`src/design/ritoa_pkg.sv`:
```
`default_nettype none

package ritoa_pkg;

  // Elaboration defaults and fixed geometry
  localparam int MAX_FIELD_DEF = 128;
  localparam int MAX_BEATS     = 16;
  localparam int BEAT_CHARS    = 8;
  localparam int DIG_SLOTS     = 64;
  localparam int BCD_DIGITS    = 20;

  // ASCII codes
  localparam logic [7:0] CH_ZERO  = 8'h30;
  localparam logic [7:0] CH_MINUS = 8'h2d;
  localparam logic [7:0] CH_PLUS  = 8'h2b;
  localparam logic [7:0] CH_B     = 8'h62;
  localparam logic [7:0] CH_O     = 8'h6f;
  localparam logic [7:0] CH_X     = 8'h78;
  localparam logic [7:0] CH_SPACE = 8'h20;
  localparam logic [7:0] CH_LOW_A = 8'h61;

  typedef enum logic [1:0] {
    RADIX_BIN,
    RADIX_OCT,
    RADIX_DEC,
    RADIX_HEX
  } radix_t;

  // Register indexes on the config port (byte address / 4)
  typedef enum logic [2:0] {
    REG_RADIX_SEL,
    REG_PRECISION_SET,
    REG_MIN_DIGITS,
    REG_FIELD_WIDTH,
    REG_FILL_CHAR,
    REG_SHOW_PREFIX,
    REG_SHOW_PLUS
  } reg_idx_t;

  typedef enum logic [2:0] {
    ST_IDLE,
    ST_CONV,
    ST_FILL,
    ST_SCAN,
    ST_SIZE,
    ST_EMIT
  } state_t;

  typedef struct packed {
    logic        cmd;
    logic [63:0] value;
  } in_beat_t;

  typedef struct packed {
    logic [63:0] chars;
    logic [3:0]  char_count;
    logic        last;
  } out_beat_t;

  // Sequencer commands to the digit unit
  typedef struct packed {
    logic       load;
    logic       dabble;
    logic       fill;
    logic       norm;
    logic       take;
    logic [3:0] take_cnt;
  } dig_ctl_t;

  // Digit unit status: top eight digit slots, [0] the most significant
  typedef struct packed {
    logic [7:0][3:0] top;
    logic            top_zero;
  } dig_stat_t;

  function automatic logic [7:0] digit_char(input logic [3:0] d);
    logic [7:0] c;
    if (d < 4'd10) begin
      c = CH_ZERO + {4'd0, d};
    end else begin
      c = CH_LOW_A + {4'd0, d} - 8'd10;
    end
    return c;
  endfunction

  function automatic logic [7:0] prefix_char(input radix_t r);
    logic [7:0] c;
    unique case (r)
      RADIX_BIN: c = CH_B;
      RADIX_OCT: c = CH_O;
      RADIX_DEC: c = CH_ZERO;
      RADIX_HEX: c = CH_X;
    endcase
    return c;
  endfunction

  // Digit positions a 64-bit magnitude can need in each radix
  function automatic logic [6:0] max_digits(input radix_t r);
    logic [6:0] n;
    unique case (r)
      RADIX_BIN: n = 7'd64;
      RADIX_OCT: n = 7'd22;
      RADIX_DEC: n = 7'd20;
      RADIX_HEX: n = 7'd16;
    endcase
    return n;
  endfunction

endpackage

`default_nettype wire

```
`src/design/ritoa_digit_unit.sv`:
```
`default_nettype none

module ritoa_digit_unit (
  input  wire                  clk,
  input  ritoa_pkg::dig_ctl_t  ctl,
  input  ritoa_pkg::radix_t    radix,
  input  wire  [63:0]          load_mag,
  output ritoa_pkg::dig_stat_t stat
);

  logic [63:0]       mag_r;
  logic [19:0][3:0]  bcd_r;
  logic [63:0][3:0]  dig_r;

  logic [19:0][3:0]  bcd_adj;
  logic [65:0]       mag_ext;
  logic [63:0][3:0]  bin_d;
  logic [21:0][3:0]  oct_d;
  logic [15:0][3:0]  hex_d;
  logic [63:0][3:0]  dig_fill;

  // add-3 correction on every BCD digit before the shift
  always_comb begin
    for (int i = 0; i < ritoa_pkg::BCD_DIGITS; i++) begin
      bcd_adj[i] = (bcd_r[i] >= 4'd5) ? bcd_r[i] + 4'd3 : bcd_r[i];
    end
  end

  // digit slots per radix, most significant possible digit in slot 63
  always_comb begin
    mag_ext = {2'b00, mag_r};
    for (int i = 0; i < 64; i++) begin
      bin_d[i] = {3'b000, mag_r[i]};
    end
    for (int i = 0; i < 22; i++) begin
      oct_d[i] = {1'b0, mag_ext[3*i +: 3]};
    end
    for (int i = 0; i < 16; i++) begin
      hex_d[i] = mag_r[4*i +: 4];
    end
    unique case (radix)
      ritoa_pkg::RADIX_BIN: dig_fill = bin_d;
      ritoa_pkg::RADIX_OCT: dig_fill = {oct_d, 168'd0};
      ritoa_pkg::RADIX_DEC: dig_fill = {bcd_r, 176'd0};
      ritoa_pkg::RADIX_HEX: dig_fill = {hex_d, 192'd0};
    endcase
  end

  // magnitude and double-dabble registers
  always_ff @(posedge clk) begin
    if (ctl.load) begin
      mag_r <= load_mag;
      bcd_r <= '0;
    end else if (ctl.dabble) begin
      bcd_r <= 80'({bcd_adj, mag_r[63]});
      mag_r <= {mag_r[62:0], 1'b0};
    end
  end

  // digit shifter: normalise one digit a step, consume up to eight a beat
  always_ff @(posedge clk) begin
    if (ctl.fill) begin
      dig_r <= dig_fill;
    end else if (ctl.norm) begin
      dig_r <= {dig_r[62:0], 4'h0};
    end else if (ctl.take) begin
      dig_r <= dig_r << {ctl.take_cnt, 2'b00};
    end
  end

  always_comb begin
    for (int k = 0; k < ritoa_pkg::BEAT_CHARS; k++) begin
      stat.top[k] = dig_r[63-k];
    end
    stat.top_zero = (dig_r[63] == 4'h0);
  end

endmodule

`default_nettype wire

```
`src/design/radix_integer_to_ascii.sv`:
```
// Integer to ASCII formatter.
// Input channel (in_valid / in_stall / in_payload): one beat carries cmd
// (1 = signed) and a 64-bit value. The block stalls its input while it works.
// Output channel (out_valid / out_stall / out_payload): the text in beats of
// up to eight characters, first character in the low byte, last set on the
// final beat. Empty text gives one beat with char_count 0 and last set.
// Config: APB-style write/read, registers at byte addresses 0,4,..,24; only
// write while the block is idle.
// Per value: for decimal, one double-dabble shift per magnitude bit; then
// the digit slots are filled and the shared digit shifter normalises the
// leading zero slots one slot a cycle (at most 64 binary, 22 octal, 20
// decimal, 16 hex); then the lengths are sized and the output beats (up to
// 16) are emitted, one per cycle while out_stall is low.
// A stalled output beat is held in the output register and emission pauses.
// The next value is accepted once the last beat has been loaded.
// Reset: config registers return to their reset values, block idle, no beat valid.

`default_nettype none

module radix_integer_to_ascii #(
  parameter int MAX_FIELD = ritoa_pkg::MAX_FIELD_DEF
) (
  input  wire                  clk,
  input  wire                  rst_n,
  input  wire                  in_valid,
  output logic                 in_stall,
  input  ritoa_pkg::in_beat_t  in_payload,
  output logic                 out_valid,
  input  wire                  out_stall,
  output ritoa_pkg::out_beat_t out_payload,
  input  wire                  psel,
  input  wire                  penable,
  input  wire                  pwrite,
  input  wire  [4:0]           paddr,
  input  wire  [31:0]          pwdata,
  output logic [31:0]          prdata,
  output logic                 pready
);

  localparam int TEXT_CAP_BEATS = ritoa_pkg::MAX_BEATS * ritoa_pkg::BEAT_CHARS;
  localparam int TEXT_CAP = (MAX_FIELD < TEXT_CAP_BEATS) ? MAX_FIELD : TEXT_CAP_BEATS;
  localparam int LEN_W = $clog2(TEXT_CAP + 1);
  localparam logic [8:0] CAP9 = 9'(TEXT_CAP);

  // config registers
  ritoa_pkg::radix_t radix_r;
  logic              prec_set_r;
  logic [7:0]        min_digits_r;
  logic [7:0]        field_width_r;
  logic [7:0]        fill_char_r;
  logic              show_prefix_r;
  logic              show_plus_r;

  // sequencer
  ritoa_pkg::state_t state_r, state_nxt;
  logic [5:0]        conv_cnt_r;
  logic [6:0]        ndig_r;
  logic              neg_r;
  logic [7:0]        nd_r;
  logic [8:0]        pre_end_r;
  logic [LEN_W-1:0]  rem_r;
  logic [6:0]        rd_r;
  logic              out_valid_r;
  ritoa_pkg::out_beat_t out_payload_r;

  ritoa_pkg::dig_ctl_t  dctl;
  ritoa_pkg::dig_stat_t dstat;

  logic        cfg_wr;
  logic        in_acc;
  logic        emit_go;
  logic        scan_done;
  logic [63:0] load_mag;
  logic        load_neg;

  logic [7:0] prec8;
  logic [7:0] nd8;
  logic [8:0] pre_end9;
  logic [8:0] core9;
  logic [8:0] total9;
  logic [8:0] len9;

  logic [7:0]      lane_on;
  logic [7:0]      lane_dig;
  logic [7:0][8:0] lane_p;
  logic [7:0][2:0] lane_off;
  logic [7:0][7:0] lane_ch;
  logic [7:0]      fill_eff;
  logic [7:0]      sign_ch;
  logic            sign_on;
  logic [3:0]      beat_cnt;
  logic            beat_last;
  logic [3:0]      take_cnt;

  assign pready    = 1'b1;
  assign cfg_wr    = psel && penable && pwrite;
  assign in_stall  = (state_r != ritoa_pkg::ST_IDLE);
  assign in_acc    = in_valid && !in_stall;
  assign out_valid = out_valid_r;
  assign out_payload = out_payload_r;

  // config writes
  always_ff @(posedge clk) begin
    if (!rst_n) begin
      radix_r       <= ritoa_pkg::RADIX_DEC;
      prec_set_r    <= 1'b0;
      min_digits_r  <= 8'd1;
      field_width_r <= 8'd0;
      fill_char_r   <= ritoa_pkg::CH_SPACE;
      show_prefix_r <= 1'b0;
      show_plus_r   <= 1'b0;
    end else if (cfg_wr) begin
      case (paddr[4:2])
        ritoa_pkg::REG_RADIX_SEL:     radix_r       <= ritoa_pkg::radix_t'(pwdata[1:0]);
        ritoa_pkg::REG_PRECISION_SET: prec_set_r    <= pwdata[0];
        ritoa_pkg::REG_MIN_DIGITS:    min_digits_r  <= pwdata[7:0];
        ritoa_pkg::REG_FIELD_WIDTH:   field_width_r <= pwdata[7:0];
        ritoa_pkg::REG_FILL_CHAR:     fill_char_r   <= pwdata[7:0];
        ritoa_pkg::REG_SHOW_PREFIX:   show_prefix_r <= pwdata[0];
        ritoa_pkg::REG_SHOW_PLUS:     show_plus_r   <= pwdata[0];
        default: ;
      endcase
    end
  end

  // config readback
  always_comb begin
    case (paddr[4:2])
      ritoa_pkg::REG_RADIX_SEL:     prdata = {30'd0, radix_r};
      ritoa_pkg::REG_PRECISION_SET: prdata = {31'd0, prec_set_r};
      ritoa_pkg::REG_MIN_DIGITS:    prdata = {24'd0, min_digits_r};
      ritoa_pkg::REG_FIELD_WIDTH:   prdata = {24'd0, field_width_r};
      ritoa_pkg::REG_FILL_CHAR:     prdata = {24'd0, fill_char_r};
      ritoa_pkg::REG_SHOW_PREFIX:   prdata = {31'd0, show_prefix_r};
      ritoa_pkg::REG_SHOW_PLUS:     prdata = {31'd0, show_plus_r};
      default:                      prdata = 32'd0;
    endcase
  end

  // sign and magnitude of the incoming value
  assign load_neg = in_payload.cmd && in_payload.value[63];
  assign load_mag = load_neg ? (64'd0 - in_payload.value) : in_payload.value;

  assign scan_done = (ndig_r == 7'd0) || !dstat.top_zero;
  assign emit_go   = (state_r == ritoa_pkg::ST_EMIT) && (!out_valid_r || !out_stall);

  // next state
  always_comb begin
    state_nxt = state_r;
    unique case (state_r)
      ritoa_pkg::ST_IDLE: begin
        if (in_acc) begin
          state_nxt = (radix_r == ritoa_pkg::RADIX_DEC) ? ritoa_pkg::ST_CONV
                                                        : ritoa_pkg::ST_FILL;
        end
      end
      ritoa_pkg::ST_CONV: begin
        if (conv_cnt_r == 6'd63) state_nxt = ritoa_pkg::ST_FILL;
      end
      ritoa_pkg::ST_FILL: state_nxt = ritoa_pkg::ST_SCAN;
      ritoa_pkg::ST_SCAN: begin
        if (scan_done) state_nxt = ritoa_pkg::ST_SIZE;
      end
      ritoa_pkg::ST_SIZE: state_nxt = ritoa_pkg::ST_EMIT;
      ritoa_pkg::ST_EMIT: begin
        if (emit_go && beat_last) state_nxt = ritoa_pkg::ST_IDLE;
      end
      default: state_nxt = ritoa_pkg::ST_IDLE;
    endcase
  end

  // digit unit commands
  always_comb begin
    dctl          = '0;
    dctl.take_cnt = take_cnt;
    unique case (state_r)
      ritoa_pkg::ST_IDLE: dctl.load   = in_acc;
      ritoa_pkg::ST_CONV: dctl.dabble = 1'b1;
      ritoa_pkg::ST_FILL: dctl.fill   = 1'b1;
      ritoa_pkg::ST_SCAN: dctl.norm   = !scan_done;
      ritoa_pkg::ST_SIZE: ;
      ritoa_pkg::ST_EMIT: dctl.take   = emit_go;
      default: ;
    endcase
  end

  ritoa_digit_unit u_digits (
    .clk      (clk),
    .ctl      (dctl),
    .radix    (radix_r),
    .load_mag (load_mag),
    .stat     (dstat)
  );

  // text length: digits, zero pad, prefix, sign, then fill
  always_comb begin
    prec8    = prec_set_r ? min_digits_r : 8'd1;
    nd8      = (8'(ndig_r) > prec8) ? 8'(ndig_r) : prec8;
    pre_end9 = 9'(nd8) + (show_prefix_r ? 9'd2 : 9'd0);
    core9    = pre_end9 + 9'(neg_r || show_plus_r);
    total9   = (core9 > 9'(field_width_r)) ? core9 : 9'(field_width_r);
    len9     = (total9 > CAP9) ? CAP9 : total9;
  end

  // lane characters of the current beat; lane_p counts from the right end
  always_comb begin
    fill_eff = prec_set_r ? ritoa_pkg::CH_SPACE : fill_char_r;
    sign_ch  = neg_r ? ritoa_pkg::CH_MINUS : ritoa_pkg::CH_PLUS;
    sign_on  = neg_r || show_plus_r;
    for (int j = 0; j < ritoa_pkg::BEAT_CHARS; j++) begin
      lane_on[j]  = rem_r > LEN_W'(j);
      lane_p[j]   = 9'(rem_r) - 9'(j + 1);
      lane_dig[j] = lane_on[j] && (lane_p[j] < 9'(rd_r));
      lane_off[j] = 3'(9'(rd_r) - 9'd1 - lane_p[j]);
      priority if (!lane_on[j]) begin
        lane_ch[j] = 8'h00;
      end else if (lane_dig[j]) begin
        lane_ch[j] = ritoa_pkg::digit_char(dstat.top[lane_off[j]]);
      end else if (lane_p[j] < 9'(nd_r)) begin
        lane_ch[j] = ritoa_pkg::CH_ZERO;
      end else if (lane_p[j] < pre_end_r) begin
        lane_ch[j] = (lane_p[j] == 9'(nd_r)) ? ritoa_pkg::prefix_char(radix_r)
                                             : ritoa_pkg::CH_ZERO;
      end else if (sign_on && (lane_p[j] == pre_end_r)) begin
        lane_ch[j] = sign_ch;
      end else begin
        lane_ch[j] = fill_eff;
      end
    end
    beat_last = rem_r <= LEN_W'(ritoa_pkg::BEAT_CHARS);
    beat_cnt  = beat_last ? 4'(rem_r) : 4'(ritoa_pkg::BEAT_CHARS);
    take_cnt  = 4'($countones(lane_dig));
  end

  // sequencer registers
  always_ff @(posedge clk) begin
    if (!rst_n) begin
      state_r     <= ritoa_pkg::ST_IDLE;
      out_valid_r <= 1'b0;
    end else begin
      state_r <= state_nxt;
      if (emit_go) begin
        out_valid_r <= 1'b1;
      end else if (!out_stall) begin
        out_valid_r <= 1'b0;
      end
    end
  end

  // counters and per-value lengths
  always_ff @(posedge clk) begin
    if (in_acc) begin
      neg_r      <= load_neg;
      conv_cnt_r <= 6'd0;
    end else if (state_r == ritoa_pkg::ST_CONV) begin
      conv_cnt_r <= conv_cnt_r + 6'd1;
    end
    if (state_r == ritoa_pkg::ST_FILL) begin
      ndig_r <= ritoa_pkg::max_digits(radix_r);
    end else if (dctl.norm) begin
      ndig_r <= ndig_r - 7'd1;
    end
    if (state_r == ritoa_pkg::ST_SIZE) begin
      nd_r      <= nd8;
      pre_end_r <= pre_end9;
      rem_r     <= LEN_W'(len9);
      rd_r      <= ndig_r;
    end else if (emit_go) begin
      rem_r <= rem_r - LEN_W'(beat_cnt);
      rd_r  <= rd_r - 7'(take_cnt);
    end
  end

  // output beat register
  always_ff @(posedge clk) begin
    if (emit_go) begin
      out_payload_r.chars      <= lane_ch;
      out_payload_r.char_count <= beat_cnt;
      out_payload_r.last       <= beat_last;
    end
  end

`ifndef SYNTH
  a_empty_is_last: assert property (@(posedge clk) disable iff (!rst_n)
    out_valid && (out_payload.char_count == 4'd0) |-> out_payload.last)
    else $error("empty beat without last");

  a_full_unless_last: assert property (@(posedge clk) disable iff (!rst_n)
    out_valid && !out_payload.last |-> out_payload.char_count == 4'd8)
    else $error("short beat before the last one");

  a_digits_fit: assert property (@(posedge clk) disable iff (!rst_n)
    (state_r == ritoa_pkg::ST_EMIT) |-> (9'(rd_r) <= 9'(rem_r)))
    else $error("more digits left than characters");

  a_accept_busy: assert property (@(posedge clk) disable iff (!rst_n)
    in_valid && !in_stall |=> state_r != ritoa_pkg::ST_IDLE)
    else $error("accepted value did not start work");
`endif

endmodule

`default_nettype wire
```
`config.mk`:
```
export PLATFORM = sky130hd
export DESIGN_NAME = radix_integer_to_ascii
export DESIGN_NICKNAME = d
export VERILOG_FILES = /design/src/design/ritoa_pkg.sv /design/src/design/ritoa_digit_unit.sv /design/src/design/radix_integer_to_ascii.sv
export SDC_FILE = /design/constraint.sdc
export NUM_CORES = 2
export LEC_CHECK = 0
export ABC_AREA = 1
export BUFFER_PORTS_ARGS = -buffer_cell sky130_fd_sc_hd__buf_2
export CAP_MARGIN = 20
export CORE_ASPECT_RATIO = 0.9
export CORE_MARGIN = 1.5
export CORE_UTILIZATION = 35
export DETAILED_ROUTE_END_ITERATION = 16
export HOLD_SLACK_MARGIN = 0.15
export PLACE_DENSITY = 0.49
export SETUP_SLACK_MARGIN = 0.3
export SLEW_MARGIN = 20
export SYNTH_ARGS = -nofsm -noshare
export SYNTH_HDL_FRONTEND = slang
export SYNTH_SLANG_ARGS = --single-unit
```
`constraint.sdc`:
```
create_clock -name clk -period 25.6 [get_ports clk]
set_clock_uncertainty 0.1 [all_clocks]
set_input_delay 2.56 -clock clk [delete_from_list [all_inputs] [get_ports clk]]
set_output_delay 2.56 -clock clk [all_outputs]
set_load 0.1 [all_outputs]
```
==> flow_metrics.env <==
export IMPL_fill_cells=13919
export IMPL_peakVddDrop_mv=0.0629
export IMPL_p_seq_share_pct=32.4
export IMPL_grt_setup_unrepaired="false"
export IMPL_synth_area_per_cell_um2=6.97
export IMPL_synth_seq_cells=547
export IMPL_drt_first_iter_violations=4935
export IMPL_cts_htree_levels=3
export IMPL_dieArea_um2=133000
export IMPL_fin_setup_tns_ps=0
export IMPL_crit_buf_inv=5
export IMPL_clock_fmax_ghz=0.104
export IMPL_final_cell_area_um2=50300
export IMPL_cts_setup_buffers=0
export IMPL_max_cap_violations=0
export IMPL_wl_per_cell_um=22.3
export IMPL_grt_pass1_vias=43040
export IMPL_end_kind="flip-flop"
export IMPL_register_area_um2=15200
export IMPL_drt_wl_total_mm=185
export IMPL_hold_buffers=0
export IMPL_routed_via_density=5.60
export IMPL_grt_start_max_net_pins=187
export IMPL_rows=125
export IMPL_ios=213
export IMPL_ys_types=68
export IMPL_fp_coreArea_um2=129000
export IMPL_die_h_um=346
export IMPL_cp_start_kind="flip-flop"
export IMPL_grt_pass1_wl_mm=276
export IMPL_die_w_um=384
export IMPL_io_buffers=161
export IMPL_postPlaceCellArea_um2=48000
export IMPL_ys_seq_area_share_pct=33.2
export IMPL_ys_warn_count=0
export IMPL_grt_overflow=0
export IMPL_synthFlopType="edfxtp_1"
export IMPL_clk_insertion_delay_late_ps=700
export IMPL_crit_path_frequent_cell="o21ai_0"
export IMPL_synthArstFlopShare_pct=0
export IMPL_hold_class="reg -> reg"
export IMPL_pwr_share_comb_pct=41.8
export IMPL_drive_gt1_share_pct=6.50
export IMPL_fin_crit_ps=9580
export IMPL_hpwl_mm=133
export IMPL_critPathKind="reg -> reg"
export IMPL_cts_root_buf="clkbuf_16"
export IMPL_critPathArrivalTime_ps=9910
export IMPL_vias=46414
export IMPL_cts_sinks=547
export IMPL_dr_pass1_iters=6
export IMPL_finalHoldViolCount=0
export IMPL_switching_share_pct=43.6
export IMPL_start_util_pct=35.4
export IMPL_nNetsFinal=6892
export IMPL_relSlewSlack_pct=22.9
export IMPL_clock_power_share_pct=25.8
export IMPL_multi_input_area_um2=26200
export IMPL_internal_power_w=0.00226
export IMPL_status="finished clean"
export IMPL_switchingPower_w=0.00175
export IMPL_setup_viol=0
export IMPL_max_stage_delay_ps=760
export IMPL_area_growth_pct=9.87
export IMPL_place_congestion=0.942
export IMPL_final_max_slew_viol_count=0
export IMPL_grt_usage_pct=27.0
export IMPL_clockBufferDepth=3
export IMPL_p_per_area_nw_per_um2=79.7
export IMPL_critPathRequiredTime_ps=25920
export IMPL_cp_cell_sequence="clkinv_1 > ha_1 > inv_1 > nor2_1 > xor2_1 > nand2_1 > o21ai_0 > ha_1 > a2111oi_0 > o21a_1 > fa_1 > fa_1 > fa_1 > ha_4 > fa_4 > inv_6 > buf_4 > nand3_1 > o21ai_0 > inv_1 > o21ai_0 > nor2_1 > a211oi_1 > o21ai_0"
export IMPL_slowest_stage="fa_4"
export IMPL_synth_edf_count=428
export IMPL_cts_tree="yes"
export IMPL_clk_pin_slew_ps=60
export IMPL_postSynthCellCount=6578
export IMPL_fin_crit_sh_pct=37.4
export IMPL_cts_buffers=71
export IMPL_crit_family="adder cells"
export IMPL_drc=0
export IMPL_path_max_fanout=99
export IMPL_syn_area_um2=45800
export IMPL_worst_pin_slew_ps=1160
export IMPL_reg2reg_slack_ps=16020
export IMPL_cts_resized=0
export IMPL_ant_nets=0
export IMPL_p_leak_nw=21.9
export IMPL_antenna_found_initial=2
## registers in the layout, summed over array words and instances (netlist names), 8 cells and up
name and count:
u_digits.dig_r 224, u_digits.bcd_r 80, out_payload 69, u_digits.hex_d 64, u_digits.stat 32, field_width_r 8, fill_char_r 8, min_digits_r 8
nd_r 8, pre_end_r 8, rem_r 8
## metal layers
layer	GRT usage, %	part of all wire, %	vias to the layer above
met4	6.97	2.4	4
met1	40.0	46	21943
li1	-	-	22284
met3	3.44	7.7	263
met5	0	0.015	-
met2	41.1	43	1920
## per-stage QoR
step                      hold slack (ps)  util [%]  setup slack, ps  total power, W  instances
final                                 379      38.9            16020         0.00401       8288
after global routing                  406      38.9            15510         0.00426       8286
after CTS                             370      38.9            16130         0.00400       8286
after detailed placement              358      37.0            16150         0.00296       8159
after global placement                351      37.0            16150         0.00295       8159
after floorplan                       340         -            12960         0.00243       6602
## cell usage in the layout (no fill, tap or decap), types with 15 or more instances in the layout
cell type  count
nor2_1       348
xnor2_1       29
conb_1        26
o21ai_1       26
o211ai_1      42
nand4_1       26
nor4_1        26
o22ai_1       76
o21ai_0      883
clkbuf_16     72
nand2_1     1815
clkinv_1      17
xor2_1        80
buf_2        161
a22oi_1       46
nand3_1      327
a221oi_1      30
dfxtp_1      119
inv_1        787
mux2i_1       41
inv_2         15
a31oi_1       34
edfxtp_1     428
buf_4         59
ha_1         251
nor3_1        58
o311ai_0      24
o21a_1        27
a21oi_1      305
o2111ai_1     50
o221ai_1     105
## cell families (layout without fill, tap and decap cells)
kind of cell / Yosys count / in the layout / synth area share (%)
xor gates and xnor gates: 111 / 111 / 2.14
buffers and inverters: 1196 / 1166 / 10.1
adders and majority gates: 265 / 265 / 7.38
and+or+nand+nor: 2673 / 2673 / 23.9
DFF: 547 / 547 / 33.2
AOI/OAI and AO/OA: 1743 / 1743 / 22.4
muxes: 41 / 41 / 0.896
other: 2 / 28 / 0.0164
## area by class of cell
class | count | share of cell area [%]
Antenna cell | 2 | 0.00994
Clock buffer | 91 | 3.86
Clock inverter | 36 | 0.815
Inverter | 816 | 6.13
Multi-Input combinational cell | 4859 | 52.1
Sequential cell | 547 | 30.3
Tap cell | 1714 | 4.26
Timing Repair Buffer | 223 | 2.60
## cells in the mapped netlist (30+ instances only)
library cell	n	area share, %
o22ai_1	76	1.0
nand2_1	1819	15
o221ai_1	105	2.0
dfxtp_1	119	5.2
o211ai_1	42	0.69
nor2_1	358	2.9
inv_1	792	6.5
a31oi_1	34	0.46
edfxtp_1	428	28
a22oi_1	46	0.75
xor2_1	80	1.5
a221oi_1	30	0.57
a21oi_1	305	3.3
mux2i_1	41	0.90
nand3_1	327	3.6
xnor2_1	30	0.57
o21ai_0	883	9.6
o2111ai_1	50	0.96
ha_1	256	7.0
nor3_1	60	0.66
clkbuf_1	299	2.4
buf_1	47	0.38
## power groups by stage
stage	combinational, W	sequential, W	clock [W]
detailed placement	0.00165	0.00131	0
CTS	0.00165	0.00130	0.00105
global route	0.00187	0.00131	0.00108
finish	0.00168	0.00130	0.00103
floorplan	0.00116	0.00126	0
global placement	0.00164	0.00131	0
## final timing paths
check / cells after the start / endpoint / from
setup / recovery: 24 / u_digits.dig_r[120] / rem_r[3]
hold / removal: 2 / conv_cnt_r[5] / conv_cnt_r[5]
setup reg to reg: 24 / u_digits.dig_r[120] / rem_r[3]
hold reg to reg: 2 / conv_cnt_r[5] / conv_cnt_r[5]
## worst reg2reg max path, cell delays in order (launching register included)
cell and delay, ps:
edfxtp_1 710, clkinv_1 620, ha_1 500, inv_1 150, nor2_1 90, xor2_1 370
nand2_1 100, o21ai_0 290, ha_1 370, a2111oi_0 390, o21a_1 390, fa_1 510
fa_1 530, fa_1 610, ha_4 160, fa_4 760, inv_6 610, buf_4 710
nand3_1 260, o21ai_0 110, inv_1 80, o21ai_0 300, nor2_1 90, a211oi_1 410
o21ai_0 120
No activity file was read; power rests on OpenSTA's default activity.
